<file path="config.mk">
export PLATFORM = sky130hd
export DESIGN_NAME = sit_prep
export DESIGN_NICKNAME = d
export VERILOG_FILES = /design/src/sit_pkg.sv /design/src/sit_prep.sv
export SDC_FILE = /design/constraint.sdc
export NUM_CORES = 1
export LEC_CHECK = 0
export BUFFER_PORTS_ARGS = -buffer_cell sky130_fd_sc_hd__clkbuf_2
export CAP_MARGIN = 20
export CORE_UTILIZATION = 60
export CTS_BUF_LIST = sky130_fd_sc_hd__clkbuf_8
export DETAILED_ROUTE_END_ITERATION = 10
export PLACE_DENSITY_LB_ADDON = 0.25
export SLEW_MARGIN = 20
export SYNTH_ARGS = -nofsm -noshare
export SYNTH_HDL_FRONTEND = slang
export SYNTH_SLANG_ARGS = --single-unit
</file>
<file path="constraint.sdc">
create_clock -name clk_i -period 1.6 [get_ports clk_i]
set_input_delay 0.32 -clock clk_i [delete_from_list [all_inputs] [get_ports clk_i]]
set_output_delay 0.32 -clock clk_i [all_outputs]
set_load 0.01 [all_outputs]
</file>
<file path="src/sit_pkg.sv">
// Types, widths and helper functions for the segment intersection pipeline.
package sit_pkg;

  localparam int COORD_W  = 16;
  localparam int DIFF_W   = COORD_W + 1;
  localparam int PROD_W   = 2 * DIFF_W;
  localparam int N_ORIENT = 4;

  typedef logic signed [COORD_W-1:0] coord_t;
  typedef logic signed [DIFF_W-1:0]  diff_t;
  typedef logic signed [PROD_W-1:0]  prod_t;

  typedef struct packed {
    coord_t x;
    coord_t y;
  } point_t;

  // Operands of o(p,q,r) = (q.y-p.y)*(r.x-q.x) - (q.x-p.x)*(r.y-q.y)
  typedef struct packed {
    diff_t qy_py;
    diff_t rx_qx;
    diff_t qx_px;
    diff_t ry_qy;
  } odiff_t;

  typedef struct packed {
    prod_t lhs;
    prod_t rhs;
  } oprod_t;

  typedef struct packed {
    logic                          valid;
    odiff_t [N_ORIENT-1:0]         od;
    logic   [N_ORIENT-1:0]         box;
  } prep_t;

  typedef struct packed {
    logic                          valid;
    oprod_t [N_ORIENT-1:0]         op;
    logic   [N_ORIENT-1:0]         box;
  } mult_t;

  function automatic odiff_t orient_diffs(point_t p, point_t q, point_t r);
    odiff_t o;
    o.qy_py = diff_t'($signed(q.y)) - diff_t'($signed(p.y));
    o.rx_qx = diff_t'($signed(r.x)) - diff_t'($signed(q.x));
    o.qx_px = diff_t'($signed(q.x)) - diff_t'($signed(p.x));
    o.ry_qy = diff_t'($signed(r.y)) - diff_t'($signed(q.y));
    return o;
  endfunction

  // m inside the bounding box of a-b, edges included
  function automatic logic box_hit(point_t a, point_t m, point_t b);
    logic hx;
    logic hy;
    hx = (($signed(m.x) >= $signed(a.x)) || ($signed(m.x) >= $signed(b.x))) &&
         (($signed(m.x) <= $signed(a.x)) || ($signed(m.x) <= $signed(b.x)));
    hy = (($signed(m.y) >= $signed(a.y)) || ($signed(m.y) >= $signed(b.y))) &&
         (($signed(m.y) <= $signed(a.y)) || ($signed(m.y) <= $signed(b.y)));
    return hx && hy;
  endfunction

endpackage

</file>
<file path="src/sit_prep.sv">
// Stage 1: coordinate differences and bounding-box tests.
module sit_prep (
  input  logic             clk_i,
  input  logic             rst_ni,
  input  logic             en_i,
  input  logic             valid_i,
  input  sit_pkg::point_t  a0_i,
  input  sit_pkg::point_t  a1_i,
  input  sit_pkg::point_t  b0_i,
  input  sit_pkg::point_t  b1_i,
  output sit_pkg::prep_t   prep_o
);

  sit_pkg::prep_t prep_d, prep_q;

  always_comb begin
    prep_d.valid  = valid_i;
    prep_d.od[0]  = sit_pkg::orient_diffs(a0_i, a1_i, b0_i);
    prep_d.od[1]  = sit_pkg::orient_diffs(a0_i, a1_i, b1_i);
    prep_d.od[2]  = sit_pkg::orient_diffs(b0_i, b1_i, a0_i);
    prep_d.od[3]  = sit_pkg::orient_diffs(b0_i, b1_i, a1_i);
    prep_d.box[0] = sit_pkg::box_hit(a0_i, b0_i, a1_i);
    prep_d.box[1] = sit_pkg::box_hit(a0_i, b1_i, a1_i);
    prep_d.box[2] = sit_pkg::box_hit(b0_i, a0_i, b1_i);
    prep_d.box[3] = sit_pkg::box_hit(b0_i, a1_i, b1_i);
  end

  always_ff @(posedge clk_i or negedge rst_ni) begin
    if (!rst_ni) begin
      prep_q <= '0;
    end else if (en_i) begin
      prep_q <= prep_d;
    end
  end

  assign prep_o = prep_q;

endmodule

</file>
==> results of run 1 <==
-- kinds of logic after synthesis --
group,after synthesis,share of synthesized area [%]
multiplexers,110,6.608
AO/OA/AOI/OAI,560,20.51
flip-flops,207,27.83
XOR/XNOR,113,5.317
AND/OR/NAND/NOR,529,14.26
buffers and inverters,328,8.584
adder cells (fa/ha/maj),244,16.89
-- per-stage QoR --
stage	hold WS, ns	TNS, ns
after floorplan	0.02441	-50.34
after global placement	0.1906	-132.97
after detailed placement	0.1913	-145.79
-- cell usage after synthesis, drive strengths merged, types with 48 or more instances --
library cell  instances
nor2b                48
dfrtp               207
xnor2                87
nand2               150
nor3                 62
mux2                103
buf                  86
nor2                 90
a21oi               121
a21o                 58
o21ai               126
ha                  232
inv                 197
==> results.ini, run 1 <==
[synthesis]
synth_flop_cell = sky130_fd_sc_hd__dfrtp_1
ys_ff_latch = 207
postSynthCellCount = 2091
synth.yosys.warnings = 0
mappedNetlistNets = 2467
edff_count_synth = 0
synth_sequential_area_ratio_pct = 27.83
netlist.area_leader.share_pct = 27.83
post_synth_main_area_contributors = sky130_fd_sc_hd__dfrtp_1 (28%), sky130_fd_sc_hd__ha_1 (16%), sky130_fd_sc_hd__mux2_2 (6.2%)
area_leader_netlist = sky130_fd_sc_hd__dfrtp_1
avgSynthCellArea_um2 = 8.901
syn-cell-area_um2 = 18610
yosysUniqueCellTypes = 91
postSynth.asyncResetShare_pct = 100.0

[clock_tree]
cts_hold_repair.buffers = 2
clock_tree.root_cell = sky130_fd_sc_hd__clkbuf_8
ctsResizeCount = 416
clock-sinks = 207
htree_num_levels = 2
cts-buffers-inserted = 40
cts_setup_buffers = 94
clockBufferDepth = 3

[placement]
port_buffers = 408
place_worst_setup_slack_ns = -1.324
place_congestion = 1.020
dpl.cell_count = 3425
hpwl_mm = 59.67
detailed_place.area_um2 = 26690

[floorplanning]
die_width_um = 178.1
initial_core_util_pct = 60.85
rows = 64
top_level_ports = 409
vertical_die_dimension_um = 178.1

[status]
stop_error = [ERROR DPL-0033] detailed placement checks failed during check placement.
last_step_reached = 4_1_cts
status = aborted with a tool error

==> run 2, diff against run 1 <==
--- a/config.mk
+++ b/config.mk
@@ -7,10 +7,9 @@
 export LEC_CHECK = 0
 export BUFFER_PORTS_ARGS = -buffer_cell sky130_fd_sc_hd__clkbuf_2
 export CAP_MARGIN = 20
-export CORE_UTILIZATION = 60
-export CTS_BUF_LIST = sky130_fd_sc_hd__clkbuf_8
+export CORE_UTILIZATION = 40
 export DETAILED_ROUTE_END_ITERATION = 10
-export PLACE_DENSITY_LB_ADDON = 0.25
+export PLACE_DENSITY_LB_ADDON = 0.15
 export SLEW_MARGIN = 20
 export SYNTH_ARGS = -nofsm -noshare
 export SYNTH_HDL_FRONTEND = slang
==> results.ini, run 2 <==
[worst_setup_path]
worstReg2RegStart = prep_o[105]
cp_data_arrival_time_ns = 2.65
timing.critical_path.to_type = flop
r2r-end = prep_o[105]
worst_path_max_delay_cell = sky130_fd_sc_hd__a311oi_2
critPathBufInv = 2
critical_setup_path_kind = in2reg
timing.reg2reg.worst_path_depth = 3
start_point_of_the_critical_path = a1_i[0]
cp_data_required_time_ns = 2.07
crit_path_cell_trace = clkbuf_16, inv_12, ha_4, fa_2, and2b_1, o21ai_2, a21boi_2, o2111ai_4, a311oi_2, nor3_2, or3_1, a31o_1
critical_path.max_stage_delay_ns = 0.37
worst_path_dominant_cell_family = compound AO/OA/AOI/OAI gates
reg2reg_slack_ns = 0.64
startpoint_type = input port
critPathMaxFanout = 2

[timing]
measured_slew_at_the_worst_slew_check_pin_ns = 0.6460
report.final.hold_viol_count = 0
min_period_ns = 2.181
setup_ws_ns = -0.5815
timing.fmax_ghz = 0.4584
setup-violations-final = 135
rsz0062_at_grt = yes
timing.clock.skew_ns = 0
fin_worst_hold_slack_ns = 0.1218
max-slew-margin-rel_pct = 56.53
report.final.slew_viol_count = 0
timing.final.crit_share_pct = 136.3

[synthesis]
netlist.area_leader.share_pct = 27.83  ; unchanged
synthMuxAreaShare_pct = 6.608  ; unchanged
synth.yosys.warnings = 0  ; unchanged
synth-xor-area-share_pct = 5.317  ; unchanged
post_synth_main_area_contributors = sky130_fd_sc_hd__dfrtp_1 (28%), sky130_fd_sc_hd__ha_1 (16%), sky130_fd_sc_hd__mux2_2 (6.2%)  ; unchanged
synth_top_cells_by_count = sky130_fd_sc_hd__ha_1 (232), sky130_fd_sc_hd__dfrtp_1 (207), sky130_fd_sc_hd__inv_1 (197)  ; unchanged
synth_sequential_area_ratio_pct = 27.83  ; unchanged
ys_ff_latch = 207  ; unchanged
syn-cell-area_um2 = 18610  ; unchanged
edff_count_synth = 0  ; unchanged
synth_flop_cell = sky130_fd_sc_hd__dfrtp_1  ; unchanged
avgSynthCellArea_um2 = 8.901  ; unchanged
mappedNetlistNets = 2467  ; unchanged
postSynth.asyncResetShare_pct = 100.0  ; unchanged
synth_simple_gate_area_share_pct = 14.26  ; unchanged
postSynthCellCount = 2091  ; unchanged
synth_compound_area_share_pct = 20.51  ; unchanged
yosysMostFrequentCell = sky130_fd_sc_hd__ha_1  ; unchanged
yosysUniqueCellTypes = 91  ; unchanged
area_leader_netlist = sky130_fd_sc_hd__dfrtp_1  ; unchanged
dominant_combinational_cell_family_by_area_after_synthesis = compound AO/OA/AOI/OAI gates  ; unchanged
synth_fa_ha_area_share_pct = 16.89  ; unchanged

[floorplanning]
vertical_die_dimension_um = 217.7  ; was 178.1 um
initial_core_util_pct = 40.75  ; was 60.85%
rows = 78  ; was 64
die_width_um = 217.7  ; was 178.1 um
die-area_um2 = 47400
floorplan.core_area_um2 = 45670
top_level_ports = 409  ; unchanged

[pwr]
total_internal_power_mw = 17.21
cellLeakagePower_nw = 15.77
p_clk_share_pct = 25.4
report.power.total_mw = 27.16
power_density_nw_per_um2 = 852.7
power.share.switching_pct = 36.64
power.ir.vdd_worst_mv = 0.9000
power.net_switching_mw = 9.951
p_seq_share_pct = 26.8
pwr-share-comb_pct = 47.8

[hold_path]
hp-start = b0_i[16]
hold_depth = 3
hold_path.class = in2reg
sink_of_the_worst_hold_path = prep_o[225]

[layout]
share_of_layout_cells_above_drive_strength_1_pct = 57.03
syn2layout_area_growth_pct = 71.13
antenna_cells = 0
largest_register_ffs = 207
layout_commonest_cell = sky130_fd_sc_hd__buf_4
nNetsFinal = 3571
postLayoutCoreUtil_pct = 69.74
layout.cells.most_common_list = sky130_fd_sc_hd__buf_4 (691), sky130_fd_sc_hd__clkbuf_2 (369), sky130_fd_sc_hd__dfrtp_1 (207), sky130_fd_sc_hd__ha_1 (166), sky130_fd_sc_hd__inv_1 (157)

[placement]
hpwl_mm = 62.60  ; was 59.67 mm
place_congestion = 0.9521  ; was 1.020
place_worst_setup_slack_ns = -1.398  ; was -1.324 ns
port_buffers = 408  ; unchanged

[detailed_routing]
post_drt_via_cell_ratio = 5.303
remaining_drc_errors = 0
first_pass_iters = 5
final_antenna_net_count = 0
routed_wl_mm = 79.20
wl_per_cell_um = 20.76
dr_total_vias = 20240
initialDrtViolationCount = 971

[clock_tree]
cts_tree = built
clock-sinks = 207  ; unchanged
clkSlewWorstSetupHoldPaths_ns = 0.07
htree_num_levels = 1  ; was 2
clockBufferDepth = 3  ; unchanged
clock_tree.root_cell = sky130_fd_sc_hd__clkbuf_16  ; was sky130_fd_sc_hd__clkbuf_8
cts-buffers-inserted = 28  ; was 40
clkLatencyLatePin_ns = 0.57

[global_route]
sum_of_overflow_across_all_layers_after_global_routing = 0
grt.busiest_layer = met2
initial_antenna_violation_count = 1
first_global_vias = 20520
met2_grt_util_pct = 58.74
tot_gr_track_use_pct = 32.45
maximum_number_of_pins_on_one_net_before_global_route_repair = 91
grt_first_pass_wirelength_mm = 117.9
groute.layer.met1.usage_pct = 39.84
global_route.usage.met3_pct = 3.040

[flow_run]
drv.max_cap_violation_count = 0

[status]
status = complete, but fails checks  ; was aborted with a tool error
violations = setup timing

-- run 2: cell counts after synthesis --
No cell type changed its count.
-- run 2: final cells by class --
type	count	area, um^2
Sequential cell	207	5180
Timing Repair Buffer	1205	8947
Multi-Input combinational cell	1556	15020
Tap cell	600	750.7
Fill cell	3542	13820
Inverter	197	955.9
Clock buffer	43	878.3
Clock inverter	8	120.1
-- run 2: worst max-delay path by stage --
| stage | endpoint | slack, ns | cells after the start |
|---|---|---|---|
| floorplan | prep_o[222] | -0.86 | 10 |
| global placement | prep_o[0] | -1.47 | 11 |
| detailed placement | prep_o[0] | -1.40 | 11 |
| CTS | prep_o[1] | -0.58 | 11 |
| global route | prep_o[222] | -0.64 | 12 |
| finish | prep_o[222] | -0.58 | 12 |
-- run 2: stage by stage --
step | cell area, um^2 | TNS (ns) | cells
final | 31850 | -37.31 | 3816
after global routing | 31850 | -47.07 | 3816
after CTS | 30640 | -33.23 | 3779
after detailed placement | 27230 | -147.96 | 3662
after global placement | 27230 | -144.07 | 3662
after floorplan | 19950 | -50.34 | 2091
-- run 2: timing repair --
action                                  4_1_cts  5_1_grt
hold buffers                                  2        0
endpoints found under the hold margin       208        0
resized for setup                           381      208
setup buffers                                77       63
pin swaps                                   210      228
endpoints found under the setup margin      138      144
-- run 2: kinds of logic (layout without fill, tap and decap cells) --
family / count (synthesis) / count (layout)
AO/OA/AOI/OAI: 560 / 560
adder cells (fa/ha/maj): 244 / 244
multiplexers: 110 / 110
AND/OR/NAND/NOR: 529 / 529
XOR/XNOR: 113 / 113
buffers and inverters: 328 / 1453
flip-flops: 207 / 207
-- run 2: metal layers --
metal / vias up / wire length [um] / share of wire, %
li1: 9627 / - / -
met1: 9960 / 33170 / 42
met2: 517 / 39980 / 50
met3: 132 / 2931 / 3.7
met4: 2 / 3110 / 3.9
met5: - / 13 / 0.016
-- run 2: worst register-to-register path: stages (launching register included) --
cell,delay (ns)
sky130_fd_sc_hd__dfrtp_1,0.40
sky130_fd_sc_hd__nor2b_1,0.14
sky130_fd_sc_hd__a31oi_1,0.19
sky130_fd_sc_hd__o41ai_2,0.11
-- run 2: power by group through the flow --
stage               Combinational (mW)  Sequential, mW  Clock, mW
floorplan                         5.55            7.61          0
global route                      13.9            7.39       7.18
global placement                  10.9            7.29          0
finish                            13.0            7.28       6.90
detailed placement                11.0            7.32          0
CTS                               12.2            7.26       7.00
No activity file was read; power rests on OpenSTA's default activity.
